===== config.mk =====
export PLATFORM = sky130hd
export DESIGN_NAME = voice_channel_allocator_top_flat
export DESIGN_NICKNAME = d
export VERILOG_FILES = /design/src/design/vca_pkg.sv /design/src/design/vca_req_if.sv /design/src/design/vca_rsp_if.sv /design/src/design/vca_slot_ram.sv /design/src/design/vca_ctrl.sv /design/src/design/voice_channel_allocator_top.sv /design/src/flat_wrapper.sv
export SDC_FILE = /design/constraint.sdc
export NUM_CORES = 1
export LEC_CHECK = 0
export BUFFER_PORTS_ARGS = -buffer_cell sky130_fd_sc_hd__buf_2
export CAP_MARGIN = 15
export CORE_MARGIN = 4
export CORE_UTILIZATION = 60
export CTS_BUF_LIST = sky130_fd_sc_hd__clkbuf_16
export DETAILED_ROUTE_END_ITERATION = 12
export PLACE_DENSITY = 0.76
export SLEW_MARGIN = 20
export SYNTH_ARGS = -nofsm -noshare
export SYNTH_HDL_FRONTEND = slang
export SYNTH_SLANG_ARGS = --single-unit
export TNS_END_PERCENT = 5

===== constraint.sdc =====
create_clock -name clk -period 4.4 [get_ports clk]
set_input_delay 0.22 -clock clk [delete_from_list [all_inputs] [get_ports clk]]
set_output_delay 0.22 -clock clk [all_outputs]
set_load 0.005 [all_outputs]

===== src/design/vca_pkg.sv =====
// ----------------------------------------------------------------------------
// vca_pkg
// Shared types, constants and helpers of the voice channel allocator.
// ----------------------------------------------------------------------------
package vca_pkg;

	localparam int MAX_SLOTS = 18;
	localparam int AGE_BITS  = 16;
	localparam int NOTE_W    = 7;
	localparam int OP_W      = 2;
	localparam int SLOT_W    = 5;
	localparam int CFG_W     = 5;
	localparam int IDX_W     = $clog2(MAX_SLOTS);
	localparam int CNT_W     = $clog2(MAX_SLOTS + 1);

	typedef enum logic [OP_W-1:0] {
		OP_NOTE_ON  = 2'd0,
		OP_NOTE_OFF = 2'd1,
		OP_CLEAR    = 2'd2
	} op_t;

	typedef enum logic [1:0] {
		ST_IDLE,
		ST_SCAN,
		ST_FINISH,
		ST_DONE
	} state_t;

	typedef struct packed {
		logic [NOTE_W-1:0]   note;
		logic [AGE_BITS-1:0] age;
	} entry_t;

	typedef struct packed {
		logic             rd_en;
		logic [IDX_W-1:0] rd_addr;
		logic             wr_en;
		logic [IDX_W-1:0] wr_addr;
		entry_t           wr_data;
	} ram_req_t;

	function automatic logic [CNT_W-1:0] clamp_count(input logic [CFG_W-1:0] v);
		logic [CNT_W-1:0] r;
		if (v == '0) begin
			r = CNT_W'(1);
		end else if (int'(v) > MAX_SLOTS) begin
			r = CNT_W'(MAX_SLOTS);
		end else begin
			r = CNT_W'(v);
		end
		return r;
	endfunction

endpackage


===== src/design/vca_req_if.sv =====
// ----------------------------------------------------------------------------
// vca_req_if
// Request channel: operation and note, valid/ready handshake.
// ----------------------------------------------------------------------------
interface vca_req_if import vca_pkg::*; ();
	logic              valid;
	logic              ready;
	logic [OP_W-1:0]   operation;
	logic [NOTE_W-1:0] note;

	modport source (output valid, output operation, output note, input ready);
	modport sink   (input valid, input operation, input note, output ready);
endinterface


===== src/design/vca_rsp_if.sv =====
// ----------------------------------------------------------------------------
// vca_rsp_if
// Response channel: slot and found flag, valid/ready handshake.
// ----------------------------------------------------------------------------
interface vca_rsp_if import vca_pkg::*; ();
	logic              valid;
	logic              ready;
	logic [SLOT_W-1:0] slot;
	logic              found;

	modport source (output valid, output slot, output found, input ready);
	modport sink   (input valid, input slot, input found, output ready);
endinterface


===== src/design/vca_slot_ram.sv =====
// ----------------------------------------------------------------------------
// vca_slot_ram
// Slot table memory: note and age per slot, one write and one read port,
// registered read data.
// ----------------------------------------------------------------------------
module vca_slot_ram import vca_pkg::*; (
	input  logic     clk,
	input  ram_req_t req,
	output entry_t   rd_data
);

	entry_t mem_q [MAX_SLOTS];
	entry_t rd_data_q;

	always_ff @(posedge clk) begin
		if (req.wr_en) begin
			mem_q[req.wr_addr] <= req.wr_data;
		end
		if (req.rd_en) begin
			rd_data_q <= mem_q[req.rd_addr];
		end
	end

	assign rd_data = rd_data_q;

endmodule


===== src/design/vca_ctrl.sv =====
// ----------------------------------------------------------------------------
// vca_ctrl
// Allocation sequencer: scans the slot table one entry per cycle, ages and
// writes back on note-on, matches on note-off, then places or frees a slot.
// ----------------------------------------------------------------------------
module vca_ctrl import vca_pkg::*; (
	input  logic             clk,
	input  logic             arst_n,
	vca_req_if.sink          req,
	vca_rsp_if.source        rsp,
	input  logic             cfg_we,
	input  logic [CFG_W-1:0] cfg_wdata,
	output ram_req_t         ram_req,
	input  entry_t           ram_rd_data
);

	state_t state_q, state_d;
	op_t    op_q;

	logic [NOTE_W-1:0]    note_q;
	logic [CNT_W-1:0]     count_q;
	logic [CNT_W-1:0]     rd_idx_q;
	logic [IDX_W-1:0]     ptr_q;
	logic [IDX_W-1:0]     ptr_eff;
	logic [MAX_SLOTS-1:0] busy_q;

	logic             vld_s1;
	logic [IDX_W-1:0] idx_s1;

	logic                any_vld_q, ge_vld_q, hit_vld_q;
	logic [IDX_W-1:0]    any_idx_q, ge_idx_q, hit_idx_q, best_idx_q;
	logic [AGE_BITS-1:0] best_age_q;

	logic [IDX_W-1:0]  res_slot_q;
	logic              res_found_q;
	logic              out_valid_q;
	logic [SLOT_W-1:0] out_slot_q;
	logic              out_found_q;

	logic                in_acc;
	logic                issue;
	logic                scan_last;
	logic                load_ok;
	logic                out_load;
	logic [AGE_BITS-1:0] aged;
	logic [IDX_W-1:0]    fin_slot;
	logic                fin_placed;
	logic [CNT_W-1:0]    fin_nxt;
	logic [IDX_W-1:0]    fin_next_ptr;

	assign in_acc    = req.valid && req.ready;
	assign load_ok   = !out_valid_q || rsp.ready;
	assign scan_last = vld_s1 && (CNT_W'(idx_s1) == count_q - CNT_W'(1));
	assign ptr_eff   = (CNT_W'(ptr_q) >= count_q) ? '0 : ptr_q;
	assign aged      = (ram_rd_data.age == '1) ? ram_rd_data.age
		: ram_rd_data.age + AGE_BITS'(1);

	// round robin: first free at or after pointer, else first free overall, else oldest
	assign fin_placed   = ge_vld_q || any_vld_q;
	assign fin_slot     = ge_vld_q ? ge_idx_q : (any_vld_q ? any_idx_q : best_idx_q);
	assign fin_nxt      = CNT_W'(fin_slot) + CNT_W'(1);
	assign fin_next_ptr = (fin_nxt >= count_q) ? '0 : fin_nxt[IDX_W-1:0];

	// next state
	always_comb begin
		state_d = state_q;
		case (state_q)
			ST_IDLE: begin
				if (in_acc) begin
					if (req.operation == OP_NOTE_ON || req.operation == OP_NOTE_OFF) begin
						state_d = ST_SCAN;
					end else begin
						state_d = ST_DONE;
					end
				end
			end
			ST_SCAN: begin
				if (scan_last) begin
					state_d = ST_FINISH;
				end
			end
			ST_FINISH: begin
				state_d = ST_DONE;
			end
			ST_DONE: begin
				if (load_ok) begin
					state_d = ST_IDLE;
				end
			end
			default: begin
				state_d = ST_IDLE;
			end
		endcase
	end

	// outputs
	always_comb begin
		req.ready        = (state_q == ST_IDLE);
		issue            = 1'b0;
		out_load         = 1'b0;
		ram_req.rd_en    = 1'b0;
		ram_req.rd_addr  = rd_idx_q[IDX_W-1:0];
		ram_req.wr_en    = 1'b0;
		ram_req.wr_addr  = idx_s1;
		ram_req.wr_data  = '{note: ram_rd_data.note, age: aged};
		case (state_q)
			ST_SCAN: begin
				issue         = (rd_idx_q < count_q);
				ram_req.rd_en = issue;
				// age write-back trails the read by one entry
				ram_req.wr_en = vld_s1 && (op_q == OP_NOTE_ON);
			end
			ST_FINISH: begin
				ram_req.wr_en   = (op_q == OP_NOTE_ON);
				ram_req.wr_addr = fin_slot;
				ram_req.wr_data = '{note: note_q, age: '0};
			end
			ST_DONE: begin
				out_load = load_ok;
			end
			default: begin
			end
		endcase
	end

	always_ff @(posedge clk or negedge arst_n) begin
		if (!arst_n) begin
			state_q     <= ST_IDLE;
			count_q     <= clamp_count(CFG_W'(MAX_SLOTS));
			ptr_q       <= '0;
			busy_q      <= '0;
			rd_idx_q    <= '0;
			vld_s1      <= 1'b0;
			any_vld_q   <= 1'b0;
			ge_vld_q    <= 1'b0;
			hit_vld_q   <= 1'b0;
			out_valid_q <= 1'b0;
		end else begin
			state_q <= state_d;
			vld_s1  <= issue;
			if (state_q == ST_IDLE) begin
				rd_idx_q <= '0;
			end else if (issue) begin
				rd_idx_q <= rd_idx_q + CNT_W'(1);
			end

			if (in_acc) begin
				any_vld_q <= 1'b0;
				ge_vld_q  <= 1'b0;
				hit_vld_q <= 1'b0;
			end else if (state_q == ST_SCAN && vld_s1) begin
				if (op_q == OP_NOTE_ON && !busy_q[idx_s1]) begin
					any_vld_q <= 1'b1;
					if (idx_s1 >= ptr_eff) begin
						ge_vld_q <= 1'b1;
					end
				end
				if (op_q == OP_NOTE_OFF && busy_q[idx_s1] && ram_rd_data.note == note_q) begin
					hit_vld_q <= 1'b1;
				end
			end

			if (cfg_we) begin
				count_q <= clamp_count(cfg_wdata);
				busy_q  <= '0;
				ptr_q   <= '0;
			end else begin
				if (in_acc && req.operation == OP_CLEAR) begin
					busy_q <= '0;
				end
				if (state_q == ST_FINISH) begin
					if (op_q == OP_NOTE_ON) begin
						busy_q[fin_slot] <= 1'b1;
						if (fin_placed) begin
							ptr_q <= fin_next_ptr;
						end
					end else if (op_q == OP_NOTE_OFF && hit_vld_q) begin
						busy_q[hit_idx_q] <= 1'b0;
					end
				end
			end

			if (out_load) begin
				out_valid_q <= 1'b1;
			end else if (rsp.ready) begin
				out_valid_q <= 1'b0;
			end
		end
	end

	always_ff @(posedge clk) begin
		if (in_acc) begin
			op_q        <= op_t'(req.operation);
			note_q      <= req.note;
			res_slot_q  <= '0;
			res_found_q <= 1'b0;
		end
		idx_s1 <= rd_idx_q[IDX_W-1:0];
		if (state_q == ST_SCAN && vld_s1) begin
			if (idx_s1 == '0 || aged > best_age_q) begin
				best_idx_q <= idx_s1;
				best_age_q <= aged;
			end
			if (!busy_q[idx_s1] && !any_vld_q) begin
				any_idx_q <= idx_s1;
			end
			if (!busy_q[idx_s1] && !ge_vld_q && idx_s1 >= ptr_eff) begin
				ge_idx_q <= idx_s1;
			end
			if (busy_q[idx_s1] && ram_rd_data.note == note_q && !hit_vld_q) begin
				hit_idx_q <= idx_s1;
			end
		end
		if (state_q == ST_FINISH) begin
			if (op_q == OP_NOTE_ON) begin
				res_slot_q  <= fin_slot;
				res_found_q <= 1'b1;
			end else if (hit_vld_q) begin
				res_slot_q  <= hit_idx_q;
				res_found_q <= 1'b1;
			end
		end
		if (out_load) begin
			out_slot_q  <= SLOT_W'(res_slot_q);
			out_found_q <= res_found_q;
		end
	end

	assign rsp.valid = out_valid_q;
	assign rsp.slot  = out_slot_q;
	assign rsp.found = out_found_q;

`ifndef SYNTHESIS
	a_ptr_in_range: assert property (@(posedge clk) disable iff (!arst_n)
		CNT_W'(ptr_q) < count_q)
		else $error("search pointer beyond channel count");

	a_ram_no_collide: assert property (@(posedge clk) disable iff (!arst_n)
		(ram_req.rd_en && ram_req.wr_en) |-> (ram_req.rd_addr != ram_req.wr_addr))
		else $error("read and write hit the same slot entry");

	a_place_in_range: assert property (@(posedge clk) disable iff (!arst_n)
		(state_q == ST_FINISH && op_q == OP_NOTE_ON) |-> (CNT_W'(fin_slot) < count_q))
		else $error("note placed outside active slots");

	a_place_busy: assert property (@(posedge clk) disable iff (!arst_n)
		(state_q == ST_FINISH && op_q == OP_NOTE_ON) |=> busy_q[$past(fin_slot)])
		else $error("placed slot not marked busy");

	a_result_from_done: assert property (@(posedge clk) disable iff (!arst_n)
		$rose(out_valid_q) |-> ($past(state_q) == ST_DONE))
		else $error("result raised outside completion");
`endif

endmodule


===== src/design/voice_channel_allocator_top.sv =====
// ----------------------------------------------------------------------------
// voice_channel_allocator_top
// Round-robin voice allocator with oldest-voice steal over a slot table.
// ----------------------------------------------------------------------------
// Items are handled one at a time. A note-on or note-off scans the active
// slots through the slot memory one entry per cycle (read, then on note-on
// the age write-back in the cycle after), then finishes before the next item
// can be accepted; clear and the unused code skip the scan. The finished
// result sits in an output register, so a new item is taken while it waits.
// Writing the channel count frees all slots and resets the search pointer in
// the same cycle; no clearing pass is needed after reset.
module voice_channel_allocator_top import vca_pkg::*; (
	input  logic             clk,
	input  logic             arst_n,
	vca_req_if.sink          req,
	vca_rsp_if.source        rsp,
	input  logic             cfg_we,
	input  logic [CFG_W-1:0] cfg_wdata
);

	ram_req_t ram_req;
	entry_t   ram_rd_data;

	vca_ctrl u_ctrl (
		.clk         (clk),
		.arst_n      (arst_n),
		.req         (req),
		.rsp         (rsp),
		.cfg_we      (cfg_we),
		.cfg_wdata   (cfg_wdata),
		.ram_req     (ram_req),
		.ram_rd_data (ram_rd_data)
	);

	vca_slot_ram u_slot_ram (
		.clk     (clk),
		.req     (ram_req),
		.rd_data (ram_rd_data)
	);

endmodule

===== src/flat_wrapper.sv =====
// flat-port wrapper written by rule: the top's interface ports become plain ports
module voice_channel_allocator_top_flat import vca_pkg::*;
  (clk, arst_n, cfg_we, cfg_wdata, req_valid, req_operation, req_note, req_ready, rsp_valid, rsp_slot, rsp_found, rsp_ready);
  vca_req_if req_i ();
  vca_rsp_if rsp_i ();
  input  logic clk;
  input  logic arst_n;
  input  logic cfg_we;
  input  logic [CFG_W-1:0] cfg_wdata;
  input wire logic [$bits(req_i.valid)-1:0] req_valid;
  input wire logic [$bits(req_i.operation)-1:0] req_operation;
  input wire logic [$bits(req_i.note)-1:0] req_note;
  output wire logic [$bits(req_i.ready)-1:0] req_ready;
  output wire logic [$bits(rsp_i.valid)-1:0] rsp_valid;
  output wire logic [$bits(rsp_i.slot)-1:0] rsp_slot;
  output wire logic [$bits(rsp_i.found)-1:0] rsp_found;
  input wire logic [$bits(rsp_i.ready)-1:0] rsp_ready;
  assign req_i.valid = req_valid;
  assign req_i.operation = req_operation;
  assign req_i.note = req_note;
  assign req_ready = req_i.ready;
  assign rsp_valid = rsp_i.valid;
  assign rsp_slot = rsp_i.slot;
  assign rsp_found = rsp_i.found;
  assign rsp_i.ready = rsp_ready;
  voice_channel_allocator_top u_core (.clk(clk), .arst_n(arst_n), .req(req_i), .rsp(rsp_i), .cfg_we(cfg_we), .cfg_wdata(cfg_wdata));
endmodule

; ---- After elaboration in Yosys (flattened, before gate mapping)
; Memory sizes are Yosys's and may differ from the RTL's. A register that Yosys moved wholly into a read port is not among the register bits.
; Cells that the tools add are included.
[totals]
romBits = 0
ff_bits = 102
input_bits = 19
latch_bits = 0
mem_bits_rw = 414
wordCells = 157
n_memories = 1
out_inout_bits = 8
[classes]
div_mod_pow = 0
n_reduce_logical = 48
muxes = 56
add_sub_neg = 4
shift = 0
magnitude_cmp = 11
bitwise = 3
n_mul = 0
eq_ne = 12
[memory_table]
columns = name, depth, word_bits, read_ports, rd_clocked_by_memory_dff, wr, line
row1 = u_core.u_slot_ram.mem_q, 18, 23, 1, 1, 1, vca_slot_ram.sv:12  ; entry_t mem_q [MAX_SLOTS];
[op_table]
columns = operator, n
row1 = two-way mux 18 bit, 6
row2 = two-way mux 5 bit, 16
row3 = two-way mux 28 bit, 1
row4 = two-way mux 1 bit, 23
row5 = bitwise AND 18 bit, 1
row6 = "< comparator 5 x 6 -> 1 bit, second input constant", 3
row7 = NOT 18 bit, 1
row8 = OR 18 bit, 1
row9 = nonzero test 2 bit, 9
row10 = "adder 16 x 1 -> 16 bit, second input constant", 1
row11 = "equality test 16 bit, second input constant", 1
row12 = > comparator 16 bit, 1
row13 = logical AND 1 bit, 16
row14 = two-way mux 16 bit, 1
row15 = greater-or-equal comparator 5 bit, 3
row16 = AND reduction 2 bit, 6
row17 = "adder 5 x 1 -> 5 bit, second input constant", 2
row18 = demux 1 bit (select 5 bit), 2
row19 = "greater-or-equal comparator 5 x 1 -> 1 bit, second input constant", 2
row20 = logical NOT 5 bit, 2
row21 = AND reduction 3 bit, 3
row22 = two-way mux 2 bit, 4
row23 = one-hot mux 2 bit (4 select lines), 1
row24 = equality test 7 bit, 1
row25 = other kinds (13), 27

; ---- Longest topological paths before layout
[depth]
depth_word = 10
mapped_depth = 15
mapped_depth_nobuf = 15

; ---- By module
; From an unflattened synthesis, not the netlist that was laid out.
[unflattened]
cells_unflattened = 1308
hier_area_um2 = 22471.6
[modules_own_cells]
columns = mod, seq_area_each_um2, n_inst, cells_each, area_per_inst_um2
row1 = vca_slot_ram, 13122.6, 1, 769, 16612.2
row2 = vca_ctrl, 2755.1, 1, 539, 5859.4

; ---- Worst setup path after synthesis
; No wires, ideal clock.
[synth_timing]
path_type = register to register
start = register u_core.u_ctrl.state_q[0]
end = memory u_core.u_slot_ram.mem_q[17][0] (netlist bit) (enable)
period_less_slack_ps = 3742
setup_time_ps = 437
path_stages_with_launch = 8
arrival_ps = 3306
n_path_buf = 2
setup_slack_ps = 658
t_required_ps = 3963
cell_sequence = dfrtp_1 -> inv_1 -> ha_1 -> clkbuf_1 -> buf_1 -> a21oi_1 -> nor3_1 -> nor3b_1
[synth_between]
elab_chain_len = 4
word_cells_on_any_way = 6
classes_between = eq/ne: 2 / mux: 4
[synth_lines]
columns = element, line
row1 = from (decl), vca_ctrl.sv:17  ; state_t state_q, state_d;
row2 = from (signal assigned), vca_ctrl.sv:139  ; state_q <= state_d;
row3 = equality test 2 bit or equality test 2 x 1 -> 1 bit (tied branches), vca_ctrl.sv:106  ; case (state_q)
row4 = one-hot mux 1 bit (2 select lines), vca_ctrl.sv:106
row5 = two-way mux 1 bit, vca_slot_ram.sv:16  ; if (req.wr_en) begin
row6 = two-way mux 1 bit (implied by the code), vca_slot_ram.sv:17  ; mem_q[req.wr_addr] <= req.wr_data;
row7 = to (decl), vca_slot_ram.sv:12
; Several ways; a longest one is shown, not always the timed one.

; ---- Worst setup path in the final report
[layout_timing]
start = register, netlist name u_core.u_slot_ram.rd_data[0]
end = register u_core.u_ctrl.best_idx_q[1] (enable)
[layout_between]
elab_chain_len = 5
word_cells_on_any_way = 6
classes_between = add/sub: 1 / order compare: 1 / eq/ne: 1 / mux: 1 / reduce/logical: 2
[layout_lines]
columns = element, line
row1 = adder 16 x 1 -> 16 bit or equality test 16 bit (tied branches), "vca_ctrl.sv:56, vca_ctrl.sv:55"
row2 = two-way mux 16 bit *, vca_ctrl.sv:55  ; assign aged = (ram_rd_data.age == '1) ? ram_rd_data.age
row3 = net u_core.u_ctrl.aged[5], vca_ctrl.sv:45  ; logic [AGE_BITS-1:0] aged;
row4 = > comparator 16 bit *, vca_ctrl.sv:200  ; if (idx_s1 == '0 || aged > best_age_q) begin
row5 = logical OR 1 bit *, vca_ctrl.sv:200
row6 = AND reduction 2 bit (no source line) *, n/a
row7 = to (signal assigned), vca_ctrl.sv:201  ; best_idx_q <= idx_s1;
row8 = to (decl), vca_ctrl.sv:31  ; logic [IDX_W-1:0] any_idx_q, ge_idx_q, hit_idx_q, best_idx_q;
; Mark *: on every way through the listed nets, which the timed path passes. The rest lies on a longest branch.
; A chain may end at the register's enable or synchronous reset.

==> reports/metrics.json <==
{
  "worst_setup_path": {
    "reg2reg_to": "u_core.u_ctrl.best_idx_q[1]",
    "setup.worst_path.end": "u_core.u_ctrl.best_idx_q[1]",
    "critPathCaptureType": "register",
    "worst-r2r-setup-slack_ps": 690,
    "worstReg2RegStart": "u_core.u_slot_ram.rd_data[0]",
    "cp_top_family": "compound AO/OA/AOI/OAI gates",
    "cp_slowest_cell": "sky130_fd_sc_hd__o31a_1",
    "worstPathMaxFanout": 21,
    "critical_path_class": "reg2reg",
    "crit_required_ps": 4620,
    "cp.arrival_ps": 3940,
    "critPathMaxStageDelay_ps": 790,
    "timing.critical_path.buf_inv": 0,
    "critical_path.startpoint": "u_core.u_slot_ram.rd_data[0]",
    "critical_path.cell_chain": "ha_1, nand3_1, nor2_1, nand3_1, and3_1, xor2_1, ha_1, a21o_1, a21o_1, a21oi_1, o21ai_0, o31a_1",
    "startpoint_type": "register",
    "cp_num_cells": 12,
    "reg2reg_depth": 12
  },
  "clock_tree": {
    "tritoncts": "yes",
    "root_buffer_cell": "sky130_fd_sc_hd__clkbuf_16",
    "cts.sinks": 539,
    "postCtsResizedCells": 0,
    "post-cts-setup-buffer-count": 0,
    "h_tree_depth_reported_by_cts": 2,
    "ctsLongestPathBuffers": 3,
    "tritoncts.num_buffers": 53,
    "clk_latency_ps": 610,
    "worst_setup_hold_path_clk_slew_ps": 60
  },
  "die": {
    "die-area_um2": 40300,
    "floorplan.die.height_um": 201,
    "start_util_pct": 60.9,
    "fp-row-count": 70,
    "coreArea_um2": 36600,
    "die_x_um": 201,
    "top_ports": 27
  },
  "logic_synthesis": {
    "syn_inst": 1232,
    "yosys.area_share.xor_xnor_pct": 1.18,
    "netlist_area_um2": 22300,
    "synthMuxAreaShare_pct": 14.2,
    "number_of_unique_standard_cell_types_used_by_synthesis": 56,
    "synthFlopType": "sky130_fd_sc_hd__edfxtp_1",
    "synth_compound_gate_area_share_pct": 4.38,
    "synth-edff-count": 488,
    "yosysWarningCount": 0,
    "synth_adder_area_share_pct": 2.58,
    "synth_nets": 1297,
    "synth-seq-cells": 539,
    "asyncSetResetFlopFracSynth_pct": 7.42,
    "synthesis.area_per_instance_um2": 18.1,
    "synth_seq_area_share_pct": 71.2,
    "synth_area_in_simple_gates_pct": 4.70,
    "largest_family_of_logic_cells_by_synthesized_area": "multiplexers"
  },
  "routing": {
    "post_drt_wl_per_cell_um": 26.1,
    "route.antenna.remaining_nets": 0,
    "drt-total-wl_mm": 47.6,
    "post-route-drc-count": 0,
    "detailroute.via_count": 11800,
    "initialDrtViolationCount": 1129,
    "drt-vias-per-instance": 6.45,
    "number_of_detailed_route_iterations_in_the_first_pass": 6
  },
  "timing": {
    "final_period_minus_worst_setup_slack_ps": 3710,
    "final_max_tran_viols": 0,
    "finalClockSkew_ps": 16.7,
    "timing.final.crit_share_pct": 84.4,
    "slew_headroom_pct": 28.4,
    "setup-tns-final_ps": 0,
    "timing_hold_violations_final": 0,
    "grt_setup_unrepaired": "no",
    "worstMarginPinSlew_ps": 1070,
    "fmaxAchievable_mhz": 269,
    "finalSetupViolations": 0
  },
  "cells_and_area": {
    "area.growth.synth_to_final_pct": 12.2,
    "layout-drive-gt1-share_pct": 21.4,
    "n_antenna_cell": 0,
    "final_nets": 1376
  },
  "global_routing": {
    "grt_max_degree": 97,
    "grt_antenna_before_repair": 0,
    "grt_usage_pct": 24.0,
    "number_of_global_route_vias_before_repair": 11900,
    "grt_first_pass_wirelength_mm": 73.6,
    "grt_overflow_total": 0
  },
  "pwr": {
    "vdd_drop_max_v": 0.000380,
    "leakage_nw": 8.39,
    "post-layout-total-power_mw": 14.8,
    "powerDensity_nw_per_um2": 590
  },
  "place": {
    "io_buffer_count": 26,
    "finalWeightedCongestion": 0.898,
    "dp_hpwl_mm": 27.1
  },
  "job": {
    "maxCapViolations": 0
  },
  "min_path": {
    "timing.hold.worst.class": "in2reg"
  },
  "run_status": {
    "status": "completed"
  }
}
registers in the layout, indices dropped and copies added (netlist names), 2 cells and up:
signal,flops
u_core.u_ctrl.op_q,2
u_core.u_slot_ram.rd_data,23
u_core.u_ctrl.best_idx_q,5
u_core.u_ctrl.idx_s1,5
u_core.u_ctrl.count_q,5
u_core.u_ctrl.rsp.slot,5
u_core.u_ctrl.state_q,2
u_core.u_ctrl.busy_q,18
u_core.u_ctrl.hit_idx_q,5
u_core.u_ctrl.best_age_q,16
u_core.u_ctrl.res_slot_q,5
u_core.u_ctrl.note_q,7
u_core.u_ctrl.ptr_q,5
u_core.u_ctrl.ge_idx_q,5
u_core.u_ctrl.rd_idx_q,5
u_core.u_slot_ram.mem_q,414
u_core.u_ctrl.any_idx_q,5
worst min-delay path by stage:
| stage | from | end | slack, ps | cells past startpoint |
|---|---|---|---|---|
| 2_1_floorplan | arst_n | u_core.u_ctrl.any_vld_q | -80 | 0 |
| 3_3_place_gp | arst_n | u_core.u_ctrl.busy_q[2] | 400 | 1 |
| 3_5_place_dp | req_note[6] | u_core.u_ctrl.note_q[6] | 400 | 1 |
| 4_1_cts | req_valid | u_core.u_ctrl.state_q[1] | 50 | 3 |
| 5_1_grt | req_valid | u_core.u_ctrl.state_q[1] | 100 | 3 |
| 6_report | req_valid | u_core.u_ctrl.state_q[1] | 80 | 3 |
timing repair:
item	4_1_cts	5_1_grt
setup endpoints to repair	0	0
hold buffers	18	0
hold endpoints to repair	54	0
report_power, final:
group / switching [mW] / total, mW / leakage (nW) / internal, mW
clock: 1.91 / 4.22 / 0.863 / 2.31
combinational: 2.21 / 3.60 / 2.48 / 1.39
sequential: 0.290 / 6.94 / 5.05 / 6.65
per-stage QoR:
stage                     cell area, um^2  setup WS (ps)  hold WS (ps)  util [%]  instances
final                               25000            686          80.4      68.3       1823
after global routing                25000            424          98.9      68.3       1823
after CTS                           25000            687          51.9      68.2       1823
after detailed placement            23200            745           402      63.3       1706
after global placement              23200            823           397      63.3       1706
after floorplan                     22300            658         -75.6         -       1232
synthesized netlist by cell type (all sizes together), types with 10 or more instances:
cell / instances / area, um^2
dfxtp: 11 / 220
nor2b: 24 / 150
a211oi: 15 / 113
nand2: 33 / 124
nor2: 58 / 218
xnor2: 13 / 114
a21oi: 52 / 260
mux2: 11 / 124
nand3: 12 / 60.1
and3: 10 / 62.6
edfxtp: 488 / 14700
clkbuf: 26 / 97.6
inv: 37 / 139
nand2b: 12 / 75.1
xor2: 17 / 149
mux2i: 38 / 380
nor3: 22 / 110
ha: 46 / 576
a22oi: 18 / 135
a21o: 10 / 75.1
mux4: 118 / 2660
o21ai: 19 / 98.9
buf: 28 / 154
dfrtp: 38 / 951
cell families after synthesis:
kind of cell / count (synthesis)
flip-flops: 539
AND/OR/NAND/NOR: 207
multiplexers: 167
AO/OA/AOI/OAI: 152
buffers and inverters: 91
adder cells (fa/ha/maj): 46
XOR/XNOR: 30
metal layers:
metal  vias up  wire [um]  part of all wire (%)  track usage [%]
li1       5089          -                     -                -
met3        84       3750                   7.9             4.26
met1      6041      19100                    40             34.0
met5         -          0                     0                0
met2       536      23700                    50             39.5
met4         0       1010                   2.1             6.19
final cells by class:
type                    instances  area (um^2)
clock inverters                46          295
multi-input cells             602         6140
clock buffers                  53         1330
fillers                      2309        11600
repair buffers                 78          628
flip-flops and latches        539        15900
inverters                      37          139
well taps                     468          586
placed cells by master, fill, tap and decap left out, drive strengths merged, types with 18 or more instances in the layout:
master,netlist,routed
edfxtp,488,488
mux4,118,118
buf,28,60
inv,37,58
nor2,58,58
clkbuf,26,53
a21oi,52,52
ha,46,46
mux2i,38,38
dfrtp,38,38
nand2,33,33
nor2b,24,24
nor3,22,22
clkinv,0,22
o21ai,19,19
a22oi,18,18
dlygate4sd3,0,18
worst min-delay path: cells and delay by family:
kind / cells / cell delay (ps)
muxes: 1 / 150
buffers and inverters: 1 / 90
AOI/OAI and AO/OA: 1 / 180
No activity file was read; power rests on OpenSTA's default activity.
